==> src/rtl/prs_pkg.sv <==
// ----------------------------------------------------------------------------
// prs_pkg
// Shared types and constants of the profile replay sequencer: operation
// codes, configuration register indexes, reset values and field widths.
// ----------------------------------------------------------------------------
package prs_pkg;

  // default profile depth in entries
  localparam int unsigned PROFILE_DEPTH = 1024;

  // field widths
  localparam int unsigned OP_W    = 3;
  localparam int unsigned VAL_W   = 8;
  localparam int unsigned IDX_W   = 10;
  localparam int unsigned WORD_W  = 2 * VAL_W;
  localparam int unsigned CIDX_W  = 8;

  // configuration reset values
  localparam logic [VAL_W-1:0] PAUSE_TICKS_RST    = 8'd50;
  localparam logic [VAL_W-1:0] END_VOLT_FLOOR_RST = 8'd100;

  // configuration register indexes
  localparam logic [CIDX_W-1:0] REG_PAUSE_TICKS    = 8'd0;
  localparam logic [CIDX_W-1:0] REG_END_VOLT_FLOOR = 8'd1;

  // operation codes carried in the input tuser
  typedef enum logic [OP_W-1:0] {
    OP_LOAD     = 3'd0,
    OP_TICK     = 3'd1,
    OP_SYNC     = 3'd2,
    OP_BUF_FULL = 3'd3,
    OP_CLEAR    = 3'd4
  } prs_op_e;

  // description of a pending result, travels with the memory read
  typedef struct packed {
    logic             final_entry;
    logic [IDX_W-1:0] entry_index;
  } prs_tag_t;

endpackage

==> src/rtl/prs_out_stage.sv <==
// ----------------------------------------------------------------------------
// prs_out_stage
// Result path: holds the tag of the read in flight, shapes the read word
// (halving and volt floor on the final entry) and keeps the result register
// that drives the output stream.
// ----------------------------------------------------------------------------
module prs_out_stage (
  input  logic                        clk_i,
  input  logic                        rst_ni,
  // request from control, taken when ready_o is high
  input  logic                        emit_i,
  input  prs_pkg::prs_tag_t           tag_i,
  output logic                        ready_o,
  input  logic [prs_pkg::WORD_W-1:0]  rd_data_i,
  input  logic [prs_pkg::VAL_W-1:0]   end_volt_floor_i,
  // result stream
  output logic                        m_valid_o,
  input  logic                        m_ready_i,
  output logic [prs_pkg::VAL_W-1:0]   volt_o,
  output logic [prs_pkg::VAL_W-1:0]   ampere_o,
  output prs_pkg::prs_tag_t           tag_o
);

  logic                       rd_valid_q;
  prs_pkg::prs_tag_t          rd_tag_q;
  logic                       m_valid_q;
  logic [prs_pkg::VAL_W-1:0]  volt_q, volt_d;
  logic [prs_pkg::VAL_W-1:0]  amp_q, amp_d;
  prs_pkg::prs_tag_t          tag_q;
  logic                       out_free;
  logic [prs_pkg::VAL_W-1:0]  raw_volt;
  logic [prs_pkg::VAL_W-1:0]  raw_amp;
  logic [prs_pkg::VAL_W-1:0]  half_volt;

  assign out_free = !m_valid_q || m_ready_i;
  assign ready_o  = !rd_valid_q || out_free;

  // shape the read word
  assign raw_volt  = rd_data_i[prs_pkg::WORD_W-1:prs_pkg::VAL_W];
  assign raw_amp   = rd_data_i[prs_pkg::VAL_W-1:0];
  assign half_volt = raw_volt >> 1;

  always_comb begin
    volt_d = raw_volt;
    amp_d  = raw_amp;
    if (rd_tag_q.final_entry) begin
      volt_d = (half_volt < end_volt_floor_i) ? end_volt_floor_i : half_volt;
      amp_d  = raw_amp >> 1;
    end
  end

  // read in flight
  always_ff @(posedge clk_i or negedge rst_ni) begin
    if (!rst_ni) begin
      rd_valid_q <= 1'b0;
    end else if (ready_o) begin
      rd_valid_q <= emit_i;
    end
  end

  always_ff @(posedge clk_i) begin
    if (ready_o && emit_i) begin
      rd_tag_q <= tag_i;
    end
  end

  // result register
  always_ff @(posedge clk_i or negedge rst_ni) begin
    if (!rst_ni) begin
      m_valid_q <= 1'b0;
    end else if (out_free) begin
      m_valid_q <= rd_valid_q;
    end
  end

  always_ff @(posedge clk_i) begin
    if (out_free && rd_valid_q) begin
      volt_q <= volt_d;
      amp_q  <= amp_d;
      tag_q  <= rd_tag_q;
    end
  end

  assign m_valid_o = m_valid_q;
  assign volt_o    = volt_q;
  assign ampere_o  = amp_q;
  assign tag_o     = tag_q;

`ifndef SYNTHESIS
  // a read in flight is kept while the result register is stalled
  assert property (@(posedge clk_i) disable iff (!rst_ni)
    (rd_valid_q && m_valid_q && !m_ready_i) |=> (rd_valid_q && $stable(rd_tag_q)))
    else $error("pending read lost under back-pressure");
`endif

endmodule

==> config.mk <==
export PLATFORM = sky130hd
export DESIGN_NAME = prs_out_stage
export DESIGN_NICKNAME = d
export VERILOG_FILES = /design/src/rtl/prs_pkg.sv /design/src/rtl/prs_out_stage.sv
export SDC_FILE = /design/constraint.sdc
export NUM_CORES = 1
export LEC_CHECK = 0
export ABC_AREA = 1
export ABC_CLOCK_PERIOD_IN_PS = 4900
export BUFFER_PORTS_ARGS = -buffer_cell sky130_fd_sc_hd__buf_2
export CORE_MARGIN = 2
export CORE_UTILIZATION = 40
export DETAILED_ROUTE_END_ITERATION = 10
export HOLD_SLACK_MARGIN = 0.12
export PLACE_DENSITY_LB_ADDON = 0.2
export SYNTH_ARGS = -nofsm -noshare
export SYNTH_HDL_FRONTEND = slang
export SYNTH_SLANG_ARGS = --single-unit
==> constraint.sdc <==
create_clock -name clk_i -period 4.9 [get_ports clk_i]
set_clock_uncertainty 0.15 [all_clocks]
set_input_delay 0.98 -clock clk_i [delete_from_list [all_inputs] [get_ports clk_i]]
set_output_delay 0.98 -clock clk_i [all_outputs]
set_load 0.005 [all_outputs]
==> run_results.csv, run 1 <==
group,metric,value,unit
run_status,status,"finished, final reports clean",
detailed_routing,wl_per_cell,11.50,µm
final_layout,final_nets,264,
worst_setup_path,crit_arrival,1.42,ns
clock_network,post_cts_buffers,0,
synth,yosysMostFrequentCell,"nand2_1",
clock_network,clock_sinks,40,
worst_setup_path,ff2ff_setup_slack,3.18,ns
timing,report.final.slew_viol_count,0,
clock_network,postCtsHoldBufs,0,
clock_network,clk_path_buf_depth,2,
synth,synth_ff_type,"edfxtp_1",
die,die_h,69.80,µm
clock_network,htree_num_levels,2,
synth,synth-edff-count,38,
grt,antenna_found_initial,0,
timing,relSlewSlack,64.16,%
synth,synthTopCellsByCount,"nand2_1, edfxtp_1, inv_1",
die,core-area,4086,µm²
timing,fin_setup_tns,0,ns
timing,setup_viol_count_final,0,
synth,syn-instance-count,147,
clock_network,post_cts_resized,0,
synth,yosysTopAreaCellShare,65.90,%
final_layout,fin_util,54.84,%
synth,ys_warn_count,0,
worst_setup_path,worst-setup-path-type,"in2out",
die,fp-row-count,23,
timing,finalCritPeriodShare,52.00,%
synth,yosys-top-cells-area,"edfxtp_1, nand2_1, inv_1",
synth,seq_area_frac_synth,68.79,%
detailed_routing,via_per_inst,4.485,
grt,grt_overflow_total,0,
grt,first_global_vias,1100,
clock_network,clk_latency,0.29,ns
synth,yosysTopAreaCell,"edfxtp_1",
timing,min_period,2.548,ns
synth,syn-num-nets,192,
synth,synth_area_per_cell,11.78,µm²
detailed_routing,drt_iter0_drc,78,
run,maxCapViolCount,0,
final_layout,drive_gt1_share,38.18,%
die,initial_core_util,42.38,%
clock_network,cts_made_buffers,5,
final_layout,insertedDiodeCount,0,
power_and_ir_drop,leakage,1.107,nW
timing,grt_setup_unrepaired,"no",
grt,grt_pass1_wl,5.050,mm
timing,fmax,0.3924,GHz
power_and_ir_drop,power.density,357.0,nW/µm²
die,die_area,4871,µm²
detailed_routing,dr.pass1.iters,5,
timing,hold_viol_final,0,
final_layout,fillerInstances,379,
power_and_ir_drop,peakVddDrop,0.1660,mV
synth,ys_ff_latch,40,
clock_network,cts_tree,"yes",
detailed_routing,drc,0,
die,io_pins,68,
clock_network,clk_pin_slew,0.08,ns
detailed_routing,routed_wl,3.105,mm
die,die_w,69.80,µm
detailed_routing,postRouteAntennaNets,0,
detailed_routing,num_vias,1211,
synth,async_flop_share,5.000,%
synth,ys_types,17,
placed_design,gp_congestion,0.8011,
clock_network,clock-root-buffer,"clkbuf_8",
worst_setup_path,end_kind,"primary output",
grt,grt_usage,13.40,%
timing,worst_pin_slew,0.5375,ns
placed_design,io_buffers,67,
placed_design,hpwl,2.368,mm
worst_setup_path,critPathLaunchType,"primary input",
worst_hold_path,hold_path.class,"reg2reg",
final_layout,syn_to_final_growth,29.41,%
worst_setup_path,worstPathRequired,3.77,ns
grt,grt_max_degree,28,
synth,syn_area,1732,µm²
worst_setup_path,path_max_fanout,3,
-- placed cells by master (no fill, tap or decap), drive strengths merged --
cell,synthesis,routed
bufinv,0,1
edfxtp,38,38
a22oi,1,1
clkinvlp,0,1
nor2,2,2
dfrtp,2,2
nand2,45,45
buf,3,68
and3,1,1
ha,6,6
inv,25,26
clkbuf,0,5
o21ai,6,6
a21o,1,1
nand3,15,15
a21oi,2,2
-- kinds of logic (layout without fill, tap and decap cells) --
kind of cell | count (synthesis) | count (layout) | share of synthesized area, %
DFF | 40 | 40 | 68.79
buffers and inverters | 28 | 101 | 6.286
AOI/OAI and AO/OA | 10 | 10 | 3.974
adders and majority gates | 6 | 6 | 4.335
and+or+nand+nor | 63 | 63 | 16.62
-- critical path: stages --
cell and delay (ns):
buf_2 0.09, inv_1 0.08, nand3_1 0.11, buf_2 0.15
-- area by class of cell --
class	instances	area [µm²]	area share [%]
clock buffer	5	68.82	3.071
clock inverter	3	46.29	2.066
inverter	25	93.84	4.188
multi-input combinational	79	435.4	19.43
sequential	40	1191	53.15
tap	50	62.56	2.792
timing repair buffer	68	342.8	15.30
-- metrics by stage --
step           area (µm²)  worst slack, ns  std cells  total power [W]  hold slack, ns
2_1_floorplan        1732            1.959        147        0.0004893          0.2503
3_3_place_gp         2126            2.372        262        0.0005404          0.2512
3_5_place_dp         2126            2.349        262        0.0005429          0.2545
4_1_cts              2241            2.351        270        0.0008113          0.2735
5_1_grt              2241            2.276        270        0.0008416          0.2756
6_report             2241            2.352        270        0.0007999          0.2720
-- sequential cells by signal (all words and copies together), names as in the netlist --
register	flops
m_valid_o	1
ampere_o	8
rd_valid_q	1
tag_o	11
volt_o	8
rd_tag_q	11
-- layer usage --
layer / part of all wire, % / global-route usage (%) / vias to the layer above
li1: - / - / 630
met1: 43 / 16.11 / 535
met2: 49 / 22.01 / 41
met3: 5.9 / 4.360 / 5
met4: 1.6 / 5.769 / 0
met5: 0 / 0 / -
-- worst paths after layout --
path                               end  cells after the start          from
max in group asynchronous    m_valid_o                      1        rst_ni
max                            ready_o                      4     m_ready_i
min in group asynchronous   rd_valid_q                      1        rst_ni
min                           tag_o[2]                      0   rd_tag_q[2]
min reg2reg                   tag_o[2]                      0   rd_tag_q[2]
max reg2reg                ampere_o[2]                      3  rd_tag_q[10]
-- power breakdown --
part	leakage [nW]	switching, W	internal, W
clock network	0.0548	0.000114	0.000153
registers	0.387	0.0000103	0.000417
logic	0.665	0.0000600	0.0000457
total	1.11	0.000184	0.000616
Power figures use the tool's default switching activity.
==> run 2: changes to the inputs <==
ABC_AREA = 0   (was 1)
ABC_CLOCK_PERIOD_IN_PS = 2500   (was 4900)
clock period = 2.5 ns   (was 4.9 ns; I/O delays follow)
==> run 2 against run 1 <==
  * Clock-buffer cell count up 1
  * Sequential power up 91%
  * First-iteration DRC count up 13%
  * Cell count down 14%
  * Global-route usage up 1.0 points
  * Clock power up 89%
  * Critical path type is now in2reg
  * Largest power group unchanged
==> run_results.csv, run 2 <==
group,metric,value,unit
run_status,status,"finished, final reports clean",
clock_network,htree_num_levels,2,
detailed_routing,wl_per_cell,13.90,µm
power_and_ir_drop,switching_share,21.24,%
die,fp-row-count,23,
power_and_ir_drop,leakage,0.9220,nW
grt,grt_usage,14.44,%
synth,synth_area_per_cell,15.63,µm²
synth,synth_ff_type,"edfxtp_1",
grt,first_global_vias,1121,
worst_setup_path,worst-setup-path-type,"in2reg",
detailed_routing,drt_iter0_drc,88,
grt,use_met1,15.55,%
grt,grt_overflow_total,0,
worst_setup_path,cp_top_family,"simple AND/OR/NAND/NOR gates",
final_layout,fillerInstances,357,
grt,met3_usage,3.896,%
run,maxCapViolCount,0,
final_layout,final-seq-area,1191,µm²
worst_setup_path,path_max_fanout,7,
final_layout,drive_gt1_share,48.09,%
final_layout,stdcell_count,233,
timing,min_period,2.000,ns
final_layout,mostFrequentLayoutCells,"buf_2, edfxtp_1, nor2_1",
power_and_ir_drop,internal_power,0.001182,W
synth,ys_ff_latch,40,
synth,syn-num-nets,153,
timing,worst_pin_slew,0.7893,ns
timing,hold_viol_final,0,
placed_design,gp_congestion,0.8021,
synth,syn_area,1688,µm²
grt,antenna_found_initial,0,
placed_design,hpwl,2.493,mm
final_layout,syn_to_final_growth,30.24,%
worst_setup_path,end_kind,"flop",
worst_setup_path,crit_chain,"buf_2 -> inv_1 -> ha_1 -> nand4b_4 -> or3_1 -> nand3_1 -> a31oi_1",
synth,yosysTopAreaCellShare,67.61,%
power_and_ir_drop,power.density,682.5,nW/µm²
power_and_ir_drop,power_frac_seq,54.4,%
synth,yosysTopAreaCell,"edfxtp_1",
clock_network,clk_pin_slew,0.07,ns
die,die_h,68.96,µm
final_layout,insertedDiodeCount,0,
grt,grt_max_degree,25,
final_layout,fin_util,54.57,%
clock_network,clk_latency,0.29,ns
timing,finalCritPeriodShare,80.01,%
synth,seq_area_frac_synth,70.57,%
grt,grt_pass1_wl,4.823,mm
power_and_ir_drop,clkPwrFrac,33.7,%
power_and_ir_drop,comb_power_share,11.9,%
synth,async_flop_share,5.000,%
synth,syn-instance-count,108,
worst_setup_path,critPathLaunchType,"primary input",
power_and_ir_drop,peakVddDrop,0.2384,mV
clock_network,clock-root-buffer,"clkbuf_8",
die,io_pins,68,
clock_network,post_cts_buffers,0,
timing,report.final.slew_viol_count,0,
synth,synthTopCellsByCount,"edfxtp_1, nor2_1",
detailed_routing,routed_wl,3.238,mm
detailed_routing,drc,0,
worst_setup_path,cp_slowest_cell,"or3_1",
synth,ys_warn_count,0,
final_layout,mostFrequentLayoutCell,"buf_2",
worst_hold_path,hold_path.class,"in2reg",
worst_setup_path,crit_arrival,1.85,ns
final_layout,final_nets,227,
detailed_routing,num_vias,1159,
worst_setup_path,ff2ff_setup_slack,0.81,ns
timing,fmax,0.4999,GHz
grt,use_met2,24.76,%
grt,top_usage_layer,"met2",
timing,grt_setup_unrepaired,"no",
clock_network,cts_made_buffers,5,
synth,yosys-top-cells-area,"edfxtp_1, mux2_2, ha_1",
placed_design,io_buffers,67,
synth,ys_types,26,
die,die_w,68.96,µm
power_and_ir_drop,switchingPower,0.0003187,W
worst_setup_path,cp_num_buf_inv,2,
worst_setup_path,worstPathRequired,2.35,ns
die,core-area,4029,µm²
timing,fin_setup_tns,0,ns
final_layout,multi_input_area,454.2,µm²
timing,setup_viol_count_final,0,
synth,synth-edff-count,38,
worst_setup_path,max_stage_delay,0.50,ns
detailed_routing,dr.pass1.iters,4,
clock_network,clk_path_buf_depth,2,
detailed_routing,postRouteAntennaNets,0,
die,die_area,4755,µm²
synth,yosysMostFrequentCell,"edfxtp_1",
clock_network,cts_tree,"yes",
detailed_routing,via_per_inst,4.974,
die,initial_core_util,41.89,%
timing,relSlewSlack,47.38,%
placed_design,post-place-cells,224,
clock_network,clock_sinks,40,
==> run 2: repair_timing <==
action                     CTS  global route
resized for setup            0             0
setup endpoints to repair    0             0
hold endpoints to repair     2             0
hold buffers                 1             0
==> run 2: kinds of logic (layout without fill, tap and decap cells) <==
group                      after synthesis  count (layout)  synth area share, %
DFF                                     40              40                70.57
buffers and inverters                    9              84                2.520
muxes                                    8               8                5.338
AOI/OAI and AO/OA                       19              19                7.783
adders and majority gates                6               6                4.448
and+or+nand+nor                         26              26                9.341
==> run 2: power by group through the flow <==
| stage | Clock [W] | Combinational (W) | Sequential (W) |
|---|---|---|---|
| floorplan | 0 | 0.0000846 | 0.000831 |
| global placement | 0 | 0.000173 | 0.000830 |
| detailed placement | 0 | 0.000180 | 0.000833 |
| CTS | 0.000526 | 0.000182 | 0.000817 |
| global route | 0.000549 | 0.000201 | 0.000823 |
| finish | 0.000505 | 0.000179 | 0.000817 |
==> run 2: layout make-up <==
| type | instances | area share, % |
|---|---|---|
| tap | 50 | 2.846 |
| sequential | 40 | 54.18 |
| clock inverter | 2 | 1.594 |
| inverter | 6 | 1.024 |
| multi-input combinational | 59 | 20.66 |
| timing repair buffer | 70 | 16.39 |
| clock buffer | 6 | 3.301 |
==> run 2: path summary, 6_finish.rpt <==
check / start / endpoint / cells past startpoint
max: end_volt_floor_i[5] / volt_o[5] / 7
min: tag_i[3] / rd_tag_q[3] / 1
max reg2reg: rd_tag_q[10] / ampere_o[2] / 1
min reg2reg: rd_tag_q[6] / tag_o[6] / 0
max in group asynchronous: rst_ni / rd_valid_q / 2
min in group asynchronous: rst_ni / m_valid_o / 2
==> run 2: per-stage QoR <==
step,area [µm²],power [W],setup slack (ns),hold WS [ns]
5_1_grt,2198,0.001574,0.4202,0.2198
3_3_place_gp,2081,0.001003,0.2496,0.1342
3_5_place_dp,2081,0.001013,0.1980,0.1351
2_1_floorplan,1688,0.0009159,0.4350,0.05441
6_report,2198,0.001500,0.4997,0.2341
4_1_cts,2198,0.001525,0.5161,0.2215
==> run 2: per-layer routing <==
layer  up-vias  share of wire (%)
met5         -                  0
li1        560                  -
met3        10                7.1
met1       535                 38
met4         0                2.9
met2        54                 52
