**config.mk**
```make
export PLATFORM = sky130hd
export DESIGN_NAME = prs_play_ctrl
export DESIGN_NICKNAME = d
export VERILOG_FILES = /design/src/rtl/prs_pkg.sv /design/src/rtl/prs_play_ctrl.sv
export SDC_FILE = /design/constraint.sdc
export NUM_CORES = 1
export LEC_CHECK = 0
export ABC_AREA = 1
export BUFFER_PORTS_ARGS = -buffer_cell sky130_fd_sc_hd__buf_4
export CORE_MARGIN = 3
export CORE_UTILIZATION = 50
export CTS_BUF_LIST = sky130_fd_sc_hd__clkbuf_8
export DETAILED_ROUTE_END_ITERATION = 8
export GPL_ROUTABILITY_DRIVEN = 0
export PLACE_DENSITY = 0.73
export SLEW_MARGIN = 10
export SYNTH_ARGS = -nofsm -noshare
export SYNTH_HDL_FRONTEND = slang
export SYNTH_SLANG_ARGS = --single-unit
```
**constraint.sdc**
```tcl
create_clock -name clk_i -period 4 [get_ports clk_i]
set_clock_uncertainty 0.2 [all_clocks]
set_input_delay 0.4 -clock clk_i [delete_from_list [all_inputs] [get_ports clk_i]]
set_output_delay 0.4 -clock clk_i [all_outputs]
set_load 0.05 [all_outputs]
```
**src/rtl/prs_pkg.sv**
```systemverilog
// ----------------------------------------------------------------------------
// prs_pkg
// Shared types and constants of the profile replay sequencer: operation
// codes, configuration register indexes, reset values and field widths.
// ----------------------------------------------------------------------------
package prs_pkg;

  // default profile depth in entries
  localparam int unsigned PROFILE_DEPTH = 1024;

  // field widths
  localparam int unsigned OP_W    = 3;
  localparam int unsigned VAL_W   = 8;
  localparam int unsigned IDX_W   = 10;
  localparam int unsigned WORD_W  = 2 * VAL_W;
  localparam int unsigned CIDX_W  = 8;

  // configuration reset values
  localparam logic [VAL_W-1:0] PAUSE_TICKS_RST    = 8'd50;
  localparam logic [VAL_W-1:0] END_VOLT_FLOOR_RST = 8'd100;

  // configuration register indexes
  localparam logic [CIDX_W-1:0] REG_PAUSE_TICKS    = 8'd0;
  localparam logic [CIDX_W-1:0] REG_END_VOLT_FLOOR = 8'd1;

  // operation codes carried in the input tuser
  typedef enum logic [OP_W-1:0] {
    OP_LOAD     = 3'd0,
    OP_TICK     = 3'd1,
    OP_SYNC     = 3'd2,
    OP_BUF_FULL = 3'd3,
    OP_CLEAR    = 3'd4
  } prs_op_e;

  // description of a pending result, travels with the memory read
  typedef struct packed {
    logic             final_entry;
    logic [IDX_W-1:0] entry_index;
  } prs_tag_t;

endpackage

```
**src/rtl/prs_play_ctrl.sv**
```systemverilog
// ----------------------------------------------------------------------------
// prs_play_ctrl
// Playback control: decodes each input transaction, updates entry count,
// play position, finished flag and pause counter, drives the profile memory
// ports and hands a result tag to the output stage. Holds the configuration
// registers.
// ----------------------------------------------------------------------------
module prs_play_ctrl #(
  parameter int unsigned DEPTH = prs_pkg::PROFILE_DEPTH,
  parameter int unsigned AW    = $clog2(DEPTH),
  parameter int unsigned CW    = $clog2(DEPTH + 1)
) (
  input  logic                        clk_i,
  input  logic                        rst_ni,
  // input transaction
  input  logic                        in_fire_i,
  input  logic [prs_pkg::OP_W-1:0]    op_i,
  input  logic [prs_pkg::VAL_W-1:0]   volt_i,
  input  logic [prs_pkg::VAL_W-1:0]   ampere_i,
  // configuration write
  input  logic                        cfg_fire_i,
  input  logic [prs_pkg::CIDX_W-1:0]  cfg_index_i,
  input  logic [prs_pkg::VAL_W-1:0]   cfg_data_i,
  output logic [prs_pkg::VAL_W-1:0]   end_volt_floor_o,
  // profile memory
  output logic                        wr_en_o,
  output logic [AW-1:0]               wr_addr_o,
  output logic [prs_pkg::WORD_W-1:0]  wr_data_o,
  output logic                        rd_en_o,
  output logic [AW-1:0]               rd_addr_o,
  // result request
  output logic                        emit_o,
  output prs_pkg::prs_tag_t           tag_o
);

  logic [CW-1:0]               count_q, count_d;
  logic [AW-1:0]               pos_q, pos_d;
  logic                        fin_q, fin_d;
  logic [prs_pkg::VAL_W-1:0]   pause_q, pause_d;
  logic [prs_pkg::VAL_W-1:0]   pause_ticks_q;
  logic [prs_pkg::VAL_W-1:0]   floor_q;

  logic [AW-1:0]               count_m1;
  logic [AW-1:0]               pos_eff;
  logic                        is_last;
  logic                        is_empty;
  logic                        is_full;
  logic [prs_pkg::IDX_W-1:0]   pos_idx;

  // configuration registers
  always_ff @(posedge clk_i or negedge rst_ni) begin
    if (!rst_ni) begin
      pause_ticks_q <= prs_pkg::PAUSE_TICKS_RST;
      floor_q       <= prs_pkg::END_VOLT_FLOOR_RST;
    end else if (cfg_fire_i) begin
      if (cfg_index_i == prs_pkg::REG_PAUSE_TICKS) begin
        pause_ticks_q <= cfg_data_i;
      end else if (cfg_index_i == prs_pkg::REG_END_VOLT_FLOOR) begin
        floor_q <= cfg_data_i;
      end
    end
  end

  assign end_volt_floor_o = floor_q;

  // position helpers
  assign is_empty = (count_q == '0);
  assign is_full  = (count_q == CW'(DEPTH));
  assign count_m1 = AW'(count_q - CW'(1));
  assign pos_eff  = (CW'(pos_q) >= count_q) ? count_m1 : pos_q;
  assign is_last  = (pos_eff == count_m1);

  // reported index is the low bits of the position
  if (AW >= prs_pkg::IDX_W) begin : g_idx_trunc
    assign pos_idx = pos_eff[prs_pkg::IDX_W-1:0];
  end else begin : g_idx_ext
    assign pos_idx = {{(prs_pkg::IDX_W - AW){1'b0}}, pos_eff};
  end

  // decode and next state
  always_comb begin
    count_d   = count_q;
    pos_d     = pos_q;
    fin_d     = fin_q;
    pause_d   = pause_q;
    wr_en_o   = 1'b0;
    wr_addr_o = AW'(count_q);
    wr_data_o = {volt_i, ampere_i};
    rd_en_o   = 1'b0;
    rd_addr_o = pos_eff;
    emit_o    = 1'b0;
    tag_o     = '0;
    if (in_fire_i) begin
      case (op_i)
        prs_pkg::OP_LOAD: begin
          if (!is_full) begin
            wr_en_o = 1'b1;
            count_d = count_q + CW'(1);
          end
          pos_d   = '0;
          fin_d   = 1'b0;
          pause_d = '0;
        end
        prs_pkg::OP_TICK: begin
          if (!is_empty && !fin_q) begin
            if (pause_q != '0) begin
              pause_d = pause_q - prs_pkg::VAL_W'(1);
            end else begin
              rd_en_o           = 1'b1;
              emit_o            = 1'b1;
              tag_o.entry_index = pos_idx;
              if (is_last) begin
                tag_o.final_entry = 1'b1;
                pos_d             = pos_eff;
                fin_d             = 1'b1;
              end else begin
                pos_d = pos_eff + AW'(1);
              end
            end
          end
        end
        prs_pkg::OP_SYNC: begin
          pause_d = '0;
          if (is_empty) begin
            pos_d = '0;
            fin_d = 1'b0;
          end else begin
            rd_en_o   = 1'b1;
            rd_addr_o = '0;
            emit_o    = 1'b1;
            if (count_q == CW'(1)) begin
              pos_d = '0;
              fin_d = 1'b1;
            end else begin
              pos_d = AW'(1);
              fin_d = 1'b0;
            end
          end
        end
        prs_pkg::OP_BUF_FULL: begin
          pause_d = pause_ticks_q;
          if (!is_empty) begin
            if (fin_q) begin
              fin_d = 1'b0;
              pos_d = count_m1;
            end else if (pos_q != '0) begin
              pos_d = pos_q - AW'(1);
            end
          end
        end
        prs_pkg::OP_CLEAR: begin
          count_d = '0;
          pos_d   = '0;
          fin_d   = 1'b0;
          pause_d = '0;
        end
        default: begin
        end
      endcase
    end
  end

  // playback state
  always_ff @(posedge clk_i or negedge rst_ni) begin
    if (!rst_ni) begin
      count_q <= '0;
      pos_q   <= '0;
      fin_q   <= 1'b0;
      pause_q <= '0;
    end else begin
      count_q <= count_d;
      pos_q   <= pos_d;
      fin_q   <= fin_d;
      pause_q <= pause_d;
    end
  end

`ifndef SYNTHESIS
  // play position stays inside the loaded profile
  assert property (@(posedge clk_i) disable iff (!rst_ni)
    (count_q != '0) |-> (CW'(pos_q) < count_q))
    else $error("play position beyond loaded profile");

  // finished playback needs a loaded profile
  assert property (@(posedge clk_i) disable iff (!rst_ni)
    fin_q |-> (count_q != '0))
    else $error("finished set on an empty profile");

  // entry count never exceeds the store depth
  assert property (@(posedge clk_i) disable iff (!rst_ni)
    count_q <= CW'(DEPTH))
    else $error("entry count overflow");

  // a final result always leaves playback finished
  assert property (@(posedge clk_i) disable iff (!rst_ni)
    (emit_o && tag_o.final_entry) |=> fin_q)
    else $error("final entry emitted without finishing");
`endif

endmodule

```
==> metrics, run 1 <==
clock slew at reported path FFs 0.10 ns; post-synthesis register bit count 46; worst hold path type in -> reg; Rows 33; ant diodes 0; leakage power roughly 0.0024 uW; max-slew violations 0; Clk Latency, worst-skew pair a little over 0.3 ns; commonest non-fill, non-tap cell in the layout nand2_1; sequential share of power between 10% and 20%; syn_nets just over 700; Die Y a little under 100 um; placed cells 780; power share of the clock group about a tenth; min Tclk post-route 3.61 ns; fin cells about 800; share of layout cells above drive strength 1 17.5%; CTS Buf Count 5; IO Pins slightly below 100; final setup TNS 0 ns; Die ar. a little under 10000 um^2; Clock Path Buffers 2; DP HPWL 8680 um; Synth Warn # 0; Via density between 5 and 6; PortBufs 64; DR DRC count 0; most frequent cells in the layout nand2_1 (160), nor2_1 (94), inv_1 (76), buf_4 (66), o21ai_0 (48); mapped cell area approximately 4300 um^2; DIE WIDTH between 90 and 100 um; largest net degree at the start of global routing 47; dpl cell area around 4600 um^2; Core ar. 8260 um^2; fin nets roughly 740; initial antenna violation count 0; Cells after Synth roughly 650; area of the multi-input gates approximately 2500 um^2; Initial Util between 50% and 60%; VDD IR max 0.300 mV; Setup crit start count_q[2]; first-pass GRT wire length 18900 um; cts repair resizes 0; register area about 1200 um^2; final period utilization 90.2%; setup violators final 0; vias in the first global route 3987; Worst EP required 3.40 ns; Worst-Margin Slew around 0.69 ns; First-pass DRT Iterations 8; setup bufs post-CTS 0; RR Startpoint count_q[3]; Remaining Overflow, GRT 0; maximum fanout along the worst path 12; Iteration-0 DRC Markers 276; Seq/Total Area, Yosys between 20% and 30%; RSZ-0062 raised after global routing no; Max-slew headroom 54.0%; critical path arrival ~3 ns; area delta synth->final 10.3%; Combinational Power Share 71.4%; CTS tree built; Yosys cell types 47; status finished, final reports clean; DR vias 4269; internal power between 1500 and 2000 uW; WS Path Type reg -> out; Mapped Avg Cell Area ~6.5 um^2; htree depth 2; Hold Startpoint cfg_data_i[4]; Psw between 2000 and 2500 uW; kind of end point of the critical path primary output; fillers 813; Final Hold Viols 0; Max-Cap Viols 0; Startpoint Class register; Clock Tree Root clkbuf_8; Async SR Flop Fraction 100%; total routed wirelength around 11000 um; Avg WL per Cell approximately 14 um; Top FF cell, synth dfrtp_1; fmax 277 MHz; Power Density roughly 800 nW/um^2; GRT Overall Usage between 20% and 30%; Design Area, Final 4710 um^2; Sw Share between 50% and 60%; EDFF count, synth 0; Post-DRT Antenna Nets 0; CTS sink cnt 46
-- path summary, 6_finish.rpt --
| path | to | slack [ns] | cells after the start |
|---|---|---|---|
| worst max-delay path | tag_o[10] | 0.39 | 15 |
| worst min-delay path | pause_ticks_q[4] | 0.14 | 3 |
| worst max register to register | pos_q[8] | 0.76 | 23 |
| worst min register to register | pause_ticks_q[7] | 0.29 | 2 |
| max in group asynchronous | pause_q[0] | 2.75 | 2 |
| min in group asynchronous | pos_q[6] | 0.42 | 2 |
-- layer usage --
metal	part of all wire, %	global-route usage (%)	vias to the layer above
met4	1.9	6.30	0
met5	0	0	-
li1	-	-	2135
met2	50	41.6	159
met3	7.2	4.14	31
met1	41	29.3	1944
-- critical path: stages (launching register included) --
cell and delay [ns]:
dfrtp_1 0.50, inv_1 0.15, ha_1 0.34, nand2_1 0.08, nor2_1 0.12, nand3_1 0.10, nand2_2 0.15, inv_1 0.07
nand2_1 0.18, nor2_1 0.06, o21ai_1 0.17, inv_1 0.07, nor2_2 0.16, nand2_2 0.19, nor2_1 0.14, buf_4 0.21
-- kinds of logic (layout without fill, tap and decap cells) --
| family | after synthesis | in the layout | synth area share, % |
|---|---|---|---|
| flip-flops | 46 | 46 | 27.1 |
| XOR/XNOR | 13 | 13 | 2.84 |
| buffers and inverters | 125 | 156 | 14.4 |
| AO/OA/AOI/OAI | 100 | 100 | 13.4 |
| AND/OR/NAND/NOR | 352 | 352 | 37.3 |
| adder cells (fa/ha/maj) | 17 | 17 | 4.98 |
-- synth_stat cells, drive strengths merged, types with 8 or more instances --
library cell | count | area share (%)
ha | 17 | 5.0
inv | 80 | 7.0
nor3 | 9 | 1.1
clkbuf | 8 | 0.70
o21ai | 53 | 6.4
nand3 | 42 | 5.6
xor2 | 11 | 2.4
nor2 | 107 | 11
nand2 | 172 | 16
dfrtp | 40 | 23
a21oi | 27 | 3.4
buf | 36 | 6.5
nand4 | 9 | 1.3
-- repair_timing --
item / CTS / global route
hold endpoints to repair: 40 / 0
hold buffers: 1 / 0
setup endpoints to repair: 0 / 0
-- state kept, by name, indices dropped and copies added (netlist names) --
register	flops
count_q	11
pos_q	10
end_volt_floor_o	8
pause_q	8
pause_ticks_q	8
fin_q	1
-- final cells by class --
type	count	area share, %
well taps	105	2.79
inverters	81	6.46
flip-flops and latches	46	24.6
clock inverters	3	0.877
clock buffers	5	1.46
multi-input cells	482	53.1
repair buffers	67	10.7
-- power by group through the flow --
stage,combinational (uW),clock [uW],sequential (uW)
floorplan,2300,0,689
global placement,2690,0,743
detailed placement,2720,0,745
CTS,2740,369,735
global route,3090,389,757
finish,2760,364,740
-- metrics by stage --
step	power [uW]	setup slack [ns]	utilization [%]	hold WS [ns]
2_1_floorplan	2990	0.705	-	-0.0956
3_5_place_dp	3470	0.751	55.5	0.252
5_1_grt	4230	0.0353	57.0	0.147
4_1_cts	3850	0.389	57.0	0.139
6_report	3860	0.393	57.0	0.143
3_3_place_gp	3430	0.833	55.5	0.249
Note: power is estimated with default switching activity, not from simulation.
==> run 2: changes to the inputs <==
- CORE_UTILIZATION: 50 -> 28
- CTS_BUF_LIST: sky130_fd_sc_hd__clkbuf_8 -> unset
- PLACE_DENSITY: 0.73 -> 0.45
==> run 2 against run 1 <==
First-iteration DRC count fell by 0.72%. Sequential power rose by 3.5%. Worst hold slack improved by 0.015 ns. Largest power group unchanged. Highest routed layer unchanged.
==> metrics, run 2 (synthesis results as in run 1) <==
Power Density 820 nW/um^2 (about the same); ant diodes 0 (unchanged); Max-slew headroom 50.6% (-3.4 points); Core ar. 14700 um^2 (+78%); Clk Latency, worst-skew pair 0.30 ns (about the same); Worst Hold Depth 3 (unchanged); RR Startpoint count_q[2]; Clock Tree Root clkbuf_16; WHS Endpoint end_volt_floor_o[6]; fin nets 738 (-0.14%); GR Util met2 27.3% (-14 points); met1 GRT Util 19.8% (-9.6 points); Startpoint Class register; GRT Overall Usage 15.8% (-7.7 points); Rows 44 (+33%); min Tclk post-route 3.71 ns (+0.0999 ns); First-pass DRT Iterations 4 (-4); Largest regs count_q: 11 flops, pos_q: 10 flops; fmax 270 MHz (-2.7%); DP HPWL 10000 um (+16%); PnR worst setup slack 0.294 ns (-0.0999 ns); Avg WL per Cell 14.7 um (+4.7%); worst reg-to-reg path cell count 22 (-4.3%); Top reg by flops count_q; CTS tree built; WS Path Type reg -> out; RSZ-0062 raised after global routing no; CTS sink cnt 46 (unchanged); setup violators final 0 (unchanged); DR DRC count 0 (unchanged); PortBufs 64 (unchanged); terminus of the critical flop-to-flop path pos_q[8]; vias in the first global route 4170 (+4.6%); Final Hold Viols 0 (unchanged); max-slew violations 0 (unchanged); final period utilization 92.7% (+2.5 points); Remaining Overflow, GRT 0 (unchanged); pre-CTS setup slack 0.583 ns (-0.168 ns); share of layout cells above drive strength 1 17.7% (+0.17 points); Post-DRT Antenna Nets 0 (unchanged); Initial Util 29.0% (-23 points); R2R Setup Slk 0.72 ns (-0.04 ns); Hold Startpoint cfg_data_i[6]; status finished, final reports clean; Die Y 129 um (+32%); maximum fanout along the worst path 12 (unchanged); max reg flops 11 (unchanged); CTS Buf Count 5 (unchanged); critical path arrival 3.11 ns (+0.10 ns); most frequent cells in the layout nand2_1 (160), nor2_1 (94), inv_1 (75), buf_4 (65), o21ai_0 (48); IO Pins 97 (unchanged); leakage power 0.00243 uW (+0.49%); DR vias 4148 (-2.8%); Clock Path Buffers 2 (unchanged); first-pass GRT wire length 21200 um (+12%); setup bufs post-CTS 0 (unchanged); VDD IR max 0.319 mV (+6.5%); initial antenna violation count 0 (unchanged); Die ar. 16800 um^2 (+73%); final setup TNS 0 ns (unchanged); DIE WIDTH 129 um (+32%); kind of end point of the critical path primary output; worst hold path type in -> reg; clock slew at reported path FFs 0.08 ns (-0.02 ns); Via density 4.78 (-12%); commonest non-fill, non-tap cell in the layout nand2_1; dpl cell area 4680 um^2 (+2.0%); layer with the highest usage met2; Worst EP required 3.40 ns (about the same); largest net degree at the start of global routing 47 (unchanged); fin util 32.9% (-24 points); htree depth 2 (unchanged); grt met3 use 3.09% (-1.1 points); Max-Cap Viols 0 (unchanged); area delta synth->final 13.2%; Iteration-0 DRC Markers 274 (-0.72%); Worst-Margin Slew 0.738 ns (+0.0510 ns); total routed wirelength 12800 um (+15%); Design Area, Final 4830 um^2 (+2.7%)
==> run 2: cell count changes in the layout (fill, tap and decap cells not counted) <==
cell | previous run | this run
inv_1 | 76 | 75
clkbuf_8 | 5 | 0
clkbuf_16 | 0 | 5
bufinv_16 | 1 | 0
buf_4 | 66 | 65
inv_6 | 0 | 1
dfrtp_2 | 0 | 1
clkinv_2 | 0 | 2
clkinvlp_4 | 1 | 0
dfrtp_1 | 40 | 39
==> run 2: area by class of cell <==
cell class	count	area, um^2
clock inverters	3	18.8
fillers	1604	9870
well taps	184	230
flip-flops and latches	46	1160
inverters	81	304
clock buffers	5	125
repair buffers	66	498
multi-input cells	482	2500
==> run 2: worst max-delay path by stage <==
stage	start	to	slack (ns)	cells after the start
finish	count_q[2]	tag_o[10]	0.29	15
global route	count_q[2]	tag_o[10]	0.02	15
CTS	count_q[3]	tag_o[10]	0.24	15
detailed placement	count_q[3]	tag_o[10]	0.58	15
global placement	count_q[8]	tag_o[10]	0.61	15
floorplan	count_q[2]	tag_o[10]	0.71	16
==> run 2: per-layer routing <==
metal | part of all wire (%) | vias up
li1 | - | 2129
met3 | 4.3 | 26
met4 | 2.5 | 0
met1 | 44 | 1905
met2 | 49 | 88
met5 | 0 | -
==> run 2: critical path: stages, from the launching register on <==
cell and delay, ns:
dfrtp_1 0.49, inv_1 0.14, ha_1 0.34, nand2_1 0.08, nor2_1 0.16, nand3_1 0.11
nand2_2 0.16, inv_1 0.07, nand2_1 0.22, nor2_1 0.07, o21ai_1 0.20, inv_1 0.08
nor2_2 0.16, nand2_2 0.19, nor2_1 0.13, buf_4 0.21
==> run 2: timing repair <==
action	CTS	global route
hold buffers	1	0
resized for setup	0	1
setup endpoints to repair	0	1
endpoints found under the hold margin	40	0
==> run 2: report_power, final <==
| part | total [uW] | internal (uW) | switching [uW] |
|---|---|---|---|
| clock network | 437 | 233 | 204 |
| logic | 2760 | 855 | 1900 |
| registers | 766 | 575 | 191 |
| total | 3960 | 1660 | 2300 |
==> run 2: per-stage QoR <==
stage | power [uW] | std cells | hold slack, ns
6_report | 3960 | 867 | 0.157
5_1_grt | 4380 | 867 | 0.170
4_1_cts | 4000 | 867 | 0.154
3_5_place_dp | 3550 | 858 | 0.274
3_3_place_gp | 3540 | 858 | 0.274
2_1_floorplan | 2990 | 653 | -0.0956
